## config.mk

```make
export PLATFORM = sky130hd
export DESIGN_NAME = iagta_ctrl
export DESIGN_NICKNAME = d
export VERILOG_FILES = /design/src/hw/rtl/iagta_pkg.sv /design/src/hw/rtl/iagta_ctrl.sv
export SDC_FILE = /design/constraint.sdc
export NUM_CORES = 1
export LEC_CHECK = 0
export BUFFER_PORTS_ARGS = -buffer_cell sky130_fd_sc_hd__buf_4
export CAP_MARGIN = 25
export CELL_PAD_IN_SITES_DETAIL_PLACEMENT = 2
export CELL_PAD_IN_SITES_GLOBAL_PLACEMENT = 2
export CORE_MARGIN = 2
export CORE_UTILIZATION = 27
export CTS_BUF_LIST = sky130_fd_sc_hd__clkbuf_4
export CTS_CLUSTER_SIZE = 12
export DETAILED_ROUTE_END_ITERATION = 7
export GPL_ROUTABILITY_DRIVEN = 0
export PLACE_DENSITY_LB_ADDON = 0.08
export SETUP_SLACK_MARGIN = 0.15
export SLEW_MARGIN = 0
export SYNTH_ARGS = -nofsm -noshare
export SYNTH_HDL_FRONTEND = slang
export SYNTH_SLANG_ARGS = --single-unit
```

## constraint.sdc

```tcl
create_clock -name clk_i -period 1.55 [get_ports clk_i]
set_input_delay 0.31 -clock clk_i [delete_from_list [all_inputs] [get_ports clk_i]]
set_output_delay 0.31 -clock clk_i [all_outputs]
set_load 0.02 [all_outputs]
```

## src/hw/rtl/iagta_pkg.sv

```systemverilog
// Shared types and constants for the IMU accel/gyro time aligner.
// Used by the controller, the datapath and the top level; no dependencies.
`default_nettype none
package iagta_pkg;
  localparam int unsigned TimeW = 40;
  localparam int unsigned AxisW = 32;
  localparam int unsigned CmdW  = 2;
  localparam int unsigned DupW  = 16;

  localparam logic [CmdW-1:0] CmdGyro  = 2'd0;
  localparam logic [CmdW-1:0] CmdAccel = 2'd1;
  localparam logic [CmdW-1:0] CmdImage = 2'd2;

  // Commands from the controller to the datapath.
  typedef struct packed {
    logic store_gyro;   // write input sample into gyro buffer
    logic load_accel;   // shift accel pair
    logic start_frame;  // evaluate image duplicate / latch frame time
    logic load_entry;   // read entry at idx into working registers
    logic div_start;    // load divider operands
    logic div_step;     // one restoring division step
    logic mul_start;    // start multiplies
    logic out_load;     // load output register
    logic end_frame;    // clear count and flag, record image
  } ctrl_t;

  // Status from the datapath to the controller.
  typedef struct packed {
    logic dup;          // image is a duplicate
    logic empty;        // gyro buffer empty
    logic need_div;     // entry lies after the older accel time and at or before the newer one
    logic last;         // current entry is the last one
  } stat_t;
endpackage
`default_nettype wire

```

## src/hw/rtl/iagta_ctrl.sv

```systemverilog
// Controller state machine of the IMU accel/gyro time aligner.
// Depends on iagta_pkg.
`default_nettype none
module iagta_ctrl #(
  parameter int unsigned FRACTION_BITS = 16
) (
  input  wire logic              clk_i,
  input  wire logic              rst_ni,
  input  wire logic              in_valid_i,
  input  wire logic [1:0]        in_cmd_i,
  output logic                   in_stall_o,
  input  wire logic              out_full_i,
  input  wire logic              out_take_i,
  input  wire iagta_pkg::stat_t  stat_i,
  output iagta_pkg::ctrl_t       ctrl_o,
  output logic                   busy_o
);
  import iagta_pkg::*;

  localparam logic [2:0] StIdle  = 3'd0;
  localparam logic [2:0] StCheck = 3'd1;
  localparam logic [2:0] StLoad  = 3'd2;
  localparam logic [2:0] StDiv   = 3'd3;
  localparam logic [2:0] StMul   = 3'd4;
  localparam logic [2:0] StOut   = 3'd5;
  localparam int unsigned CntW = $clog2(FRACTION_BITS + 2);

  logic [2:0]      state_q, state_d;
  logic [CntW-1:0] cnt_q, cnt_d;
  logic            accept;

  assign in_stall_o = (state_q != StIdle);
  assign accept     = in_valid_i && (state_q == StIdle);
  assign busy_o     = (state_q != StIdle);

  always_comb begin
    state_d = state_q;
    cnt_d   = cnt_q;
    ctrl_o  = '0;
    unique case (state_q)
      StIdle: begin
        if (accept) begin
          ctrl_o.store_gyro  = (in_cmd_i == CmdGyro);
          ctrl_o.load_accel  = (in_cmd_i == CmdAccel);
          ctrl_o.start_frame = (in_cmd_i == CmdImage);
          if (in_cmd_i == CmdImage) state_d = StCheck;
        end
      end
      StCheck: begin
        if (stat_i.dup) begin
          state_d = StIdle;
        end else if (stat_i.empty) begin
          state_d = StOut;
        end else begin
          ctrl_o.load_entry = 1'b1;
          state_d = StLoad;
        end
      end
      StLoad: begin
        if (stat_i.need_div) begin
          ctrl_o.div_start = 1'b1;
          cnt_d   = '0;
          state_d = StDiv;
        end else begin
          state_d = StOut;
        end
      end
      StDiv: begin
        ctrl_o.div_step = 1'b1;
        cnt_d = cnt_q + 1'b1;
        if (cnt_q == CntW'(FRACTION_BITS - 1)) begin
          state_d = StMul;
          cnt_d   = '0;
        end
      end
      StMul: begin
        ctrl_o.mul_start = (cnt_q == '0);
        cnt_d = cnt_q + 1'b1;
        if (cnt_q == CntW'(2)) state_d = StOut;
      end
      StOut: begin
        if (!out_full_i || out_take_i) begin
          ctrl_o.out_load = 1'b1;
          if (stat_i.empty || stat_i.last) begin
            ctrl_o.end_frame = 1'b1;
            state_d = StIdle;
          end else begin
            ctrl_o.load_entry = 1'b1;
            state_d = StLoad;
          end
        end
      end
      default: state_d = StIdle;
    endcase
  end

  always_ff @(posedge clk_i or negedge rst_ni) begin
    if (!rst_ni) begin
      state_q <= StIdle;
      cnt_q   <= '0;
    end else begin
      state_q <= state_d;
      cnt_q   <= cnt_d;
    end
  end
endmodule
`default_nettype wire

```

* Yosys cells after proc, flatten, opt, wreduce, memory -nomap -nowiden
Index checks and enable logic that the tools add are counted.
** Operators by class
- Equality and inequality tests :: 15
- Mux-type cells :: 27
- $add $sub $neg :: 1
- Reductions and logical operators :: 11
** Operator list (number)
- two-way mux 3 bit :: 10
- case mux 3 bit (6 select lines) :: 1
- case mux 5 bit (3 select lines) :: 1
- two-way mux 5 bit :: 2
- != test 2 bit, second input constant :: 5
- two-way mux 1 bit :: 9
- equality test 3 x 2 -> 1 bit, second input constant :: 2
- equality test 3 bit, second input constant :: 2
- two-way mux 2 bit :: 3
- nonzero test 3 bit :: 2
- adder 5 x 1 -> 5 bit, second input constant :: 1
- equality test 5 x 2 -> 1 bit, second input constant :: 1
- equality test 5 x 4 -> 1 bit, second input constant :: 1
- logical NOT 5 bit :: 1
- AND reduction 5 bit :: 1
- equality test 3 x 1 -> 1 bit, second input constant :: 1
- logical NOT 3 bit :: 1
- equality test 2 x 1 -> 1 bit, second input constant :: 1
- equality test 2 bit, second input constant :: 1
- logical NOT 2 bit :: 1
- logical OR 1 bit :: 2
- != test 2 x 1 -> 1 bit, second input constant :: 1
- case mux 1 bit (2 select lines) :: 1
- AND reduction 2 bit :: 1
- other kinds (2) :: 2
** Storage, ports and cells
- Bits in registers :: 8
- Word-level logic and storage cells :: 56
- Output and inout bits :: 11

* Logic depth before layout (Yosys ltp)
- Depth after elaboration :: 4
- Depth in mapped cells :: 8
- Gate-level depth less buffers :: 8

* Least setup slack after synthesis
OpenSTA, ideal clock, no wires.
- Path type :: register to output
- Start :: register state_q[0]
- End :: output port ctrl_o[7] in the netlist's numbering
- Data required time :: 1.240 ns
- Arrival time :: 1.412 ns
- Slack :: -0.172 ns
- Stages on the path, launching flop included :: 5
- Cells stage by stage :: dfrtp_1 buf_2 nor3_2 nand2_1 nor3b_1
** RTL lines
- start, declared :: line iagta_ctrl.sv:28 : logic [2:0] state_q, state_d;
- start signal, assigned :: line iagta_ctrl.sv:99 : state_q <= StIdle;
- start signal, assigned :: line iagta_ctrl.sv:102 : state_q <= state_d;
- end, declared :: line iagta_ctrl.sv:15 : output iagta_pkg::ctrl_t ctrl_o,

==> results.yml <==
sta:
  tightest_slew_ns: 0.376
  slew_headroom: 0.746
  period_share: 1.16
  fin_crit_ns: 1.80
  finalHoldViolCount: 0
  hold_slack_ns: 0.400
  final.setup.worst_slack_ns: -0.251
  drv_slew: 0
  setup_viol: 18
  timing.fmax_ghz: 0.555
  rsz0062_at_grt: "true"
  skew_ns: 0.00239
place:
  post-place-cells: 141
  hpwl_mm: 1.93
  port_buffers: 21
yosys:
  synth.avg_cell_area_um2: 9.06
  synth.distinct_cells: 37
  async_flop_share: 1.00
  syn_nets: 96
  synth_edf_count: 0
  ys_seq_area_frac: 0.276
  synth_xor_area_frac: 0.0121
  yosys_warnings: 0
  yosys.area_share.simple: 0.321
  synth.area.mux_share: 0.0276
  synth-seq-cells: 8
  synth_compound_area_frac: 0.185
  syn_area_um2: 724
  synth_top_family_by_area: "simple AND/OR/NAND/NOR gates"
  synthAdderAreaFrac: 0.0864
  syn_inst: 80
  ys.flop_type: "dfrtp_1"
global_routing:
  grt_use_total: 0.224
  antenna_found_initial: 0
  grt_max_degree: 10
  overflow: 0
  grt_pass1_vias: 980
  grt_first_pass_wirelength_mm: 5.33
run_status:
  violations: "negative setup slack"
  status: "finished, violations left"
worst_setup_path:
  crit_type: "flip-flop to output pin"
  slowest_stage: "dfrtp_2"
  worstSetupStartpointType: "flip-flop"
  critPathMaxFanout: 5
  cp_slowest_stage_delay_ns: 0.44
  path_delay_family: "simple AND/OR/NAND/NOR gates"
  cp.required_ns: 1.24
  cp-startpoint: "state_q[2]"
  path_buf_inv: 2
  cp.arrival_ns: 1.49
  r2r-start: "state_q[0]"
  endpoint_kind: "output pin"
  path_cells: "buf_12 -> nor3_4 -> nand2_4 -> nor3b_4 -> buf_6"
clock_tree:
  cts_tree: "done"
  cts.sinks: 8
  clock_latency_ns: 0.27
  cts.clk_slew.worst_paths_ns: 0.06
  cts_root_buf: "clkbuf_4"
  cts.path.max_buffers: 2
  htreeDepth: 1
  cts_made_buffers: 3
cells_and_area:
  syn2layout_area_growth_pct: 88.3
  nets: 147
  drive_gt1_frac: 0.638
  diodes: 0
  final_cells: 160
floorplanning:
  start_util: 0.290
  dieHeight_um: 55.8
  core_region_area_um2: 2500
  die_w_um: 55.8
  dieArea_um2: 3110
  rows: 18
  ioPinCount: 22
job:
  maxCapViolCount: 0
route:
  post_drt_wl_per_cell_um: 21.6
  antenna_left: 0
  vias_per_cell: 5.33
  drc: 0
  dr_total_vias: 852
  drt-total-wl_mm: 3.46
  firstDrtPassIters: 4
  first_iter_violations: 13
pwr:
  switchingPower_w: 0.00101
  p_sw_frac: 0.444
  p_clk_frac: 0.091
  p_per_area_nw_per_um2: 1670
  p_int_w: 0.00126
  leakage_nw: 0.634
  pwr-share-comb: 0.720
  ir_worst_vdd_mv: 1.16
  seqPwrFrac: 0.189
worst_hold_path:
  hp-class: "input pin to asynchronous set/reset pin"
[cells in the final DEF, fill, tap and decap left out, types with 2 or more instances in the layout]
cell type and instances:
a21oi_1 3, a22o_1 2, buf_4 35, buf_6 12
clkbuf_4 4, dfrtp_1 5, dfrtp_2 3, ha_1 3
inv_1 7, inv_2 2, mux2i_1 2, nand2_1 5
nand2b_1 2, nand2b_4 2, nor2_1 2, nor2_4 2
nor3_1 2, nor3_4 3, nor3b_4 3
[area by class of cell]
type / count / area [um^2]
Multi-Input combinational cell: 58 / 592
Tap cell: 30 / 37.5
Sequential cell: 8 / 204
Fill cell: 262 / 1140
Inverter: 10 / 40.0
Timing Repair Buffer: 50 / 460
Clock buffer: 4 / 30.0
[power groups by stage]
stage	registers [W]	clock network (W)	logic, W
finish	0.000429	0.000208	0.00164
global route	0.000441	0.000222	0.00176
CTS	0.000416	0.000202	0.00148
detailed placement	0.000442	0	0.00114
global placement	0.000437	0	0.00109
floorplan	0.000395	0	0.000747
[final timing paths]
check	cells after the start	endpoint	slack, ns
hold / removal	2	state_q[0]	0.40
min in group clk_i	3	state_q[0]	0.40
setup / recovery	5	ctrl_o[7]	-0.25
max in group asynchronous	2	state_q[1]	1.00
hold reg to reg	1	cnt_q[2]	0.56
setup reg to reg	5	cnt_q[4]	-0.07
[worst reg2reg max path, delay by kind of cell, from the launching register on]
kind	cells	cell delay, ns
flip-flops	1	0.49
AND/OR/NAND/NOR	2	0.37
buffers and inverters	2	0.32
AO/OA/AOI/OAI	1	0.32
[metrics by stage]
step / TNS, ns / utilization / cell area (um^2) / setup slack [ns] / total power, W
6_report: -1.98 / 0.546 / 1360 / -0.251 / 0.00227
5_1_grt: -3.25 / 0.546 / 1360 / -0.317 / 0.00242
4_1_cts: -1.77 / 0.525 / 1310 / -0.215 / 0.00209
3_5_place_dp: -0.144 / 0.435 / 1090 / -0.0916 / 0.00158
3_3_place_gp: 0 / 0.435 / 1090 / 0.0145 / 0.00153
2_1_floorplan: 0 / - / 816 / 0.0293 / 0.00114
[kinds of logic (layout without fill, tap and decap cells)]
kind of cell	Yosys count	after routing
AO/OA/AOI/OAI	16	16
XOR/XNOR	1	1
adder cells (fa/ha/maj)	5	5
buffers and inverters	14	64
flip-flops	8	8
multiplexers	2	2
AND/OR/NAND/NOR	34	34
[cell usage after synthesis, types with 2 or more instances]
library cell  instances  area [um^2]
a21oi_1               4         20.0
a22o_1                2         17.5
and3_1                2         12.5
buf_2                 2         10.0
dfrtp_1               8          200
ha_1                  5         62.6
inv_1                10         37.5
mux2i_1               2         20.0
nand2_1               6         22.5
nand2b_1              4         25.0
nand3_1               2         10.0
nor2_1                4         15.0
nor3_1                3         15.0
nor3b_1               2         15.0
o22ai_1               2         12.5
[registers in the layout, summed over array words and instances (netlist names)]
name and cells:
cnt_q 5, state_q 3
[timing repair]
| action | CTS | global route |
|---|---|---|
| pin swaps | 12 | 5 |
| hold buffers | 1 | 0 |
| setup endpoints to repair | 19 | 19 |
| endpoints found under the hold margin | 8 | 0 |
| setup buffers | 10 | 3 |
| gates cloned | 1 | 0 |
| resized for setup | 22 | 8 |
[metal layers]
metal,global-route usage,routed length (um)
met3,0.0233,104
met5,0,0
met1,0.301,1520
met4,0.0662,83
met2,0.376,1750
Note: power is estimated with default switching activity, not from simulation.
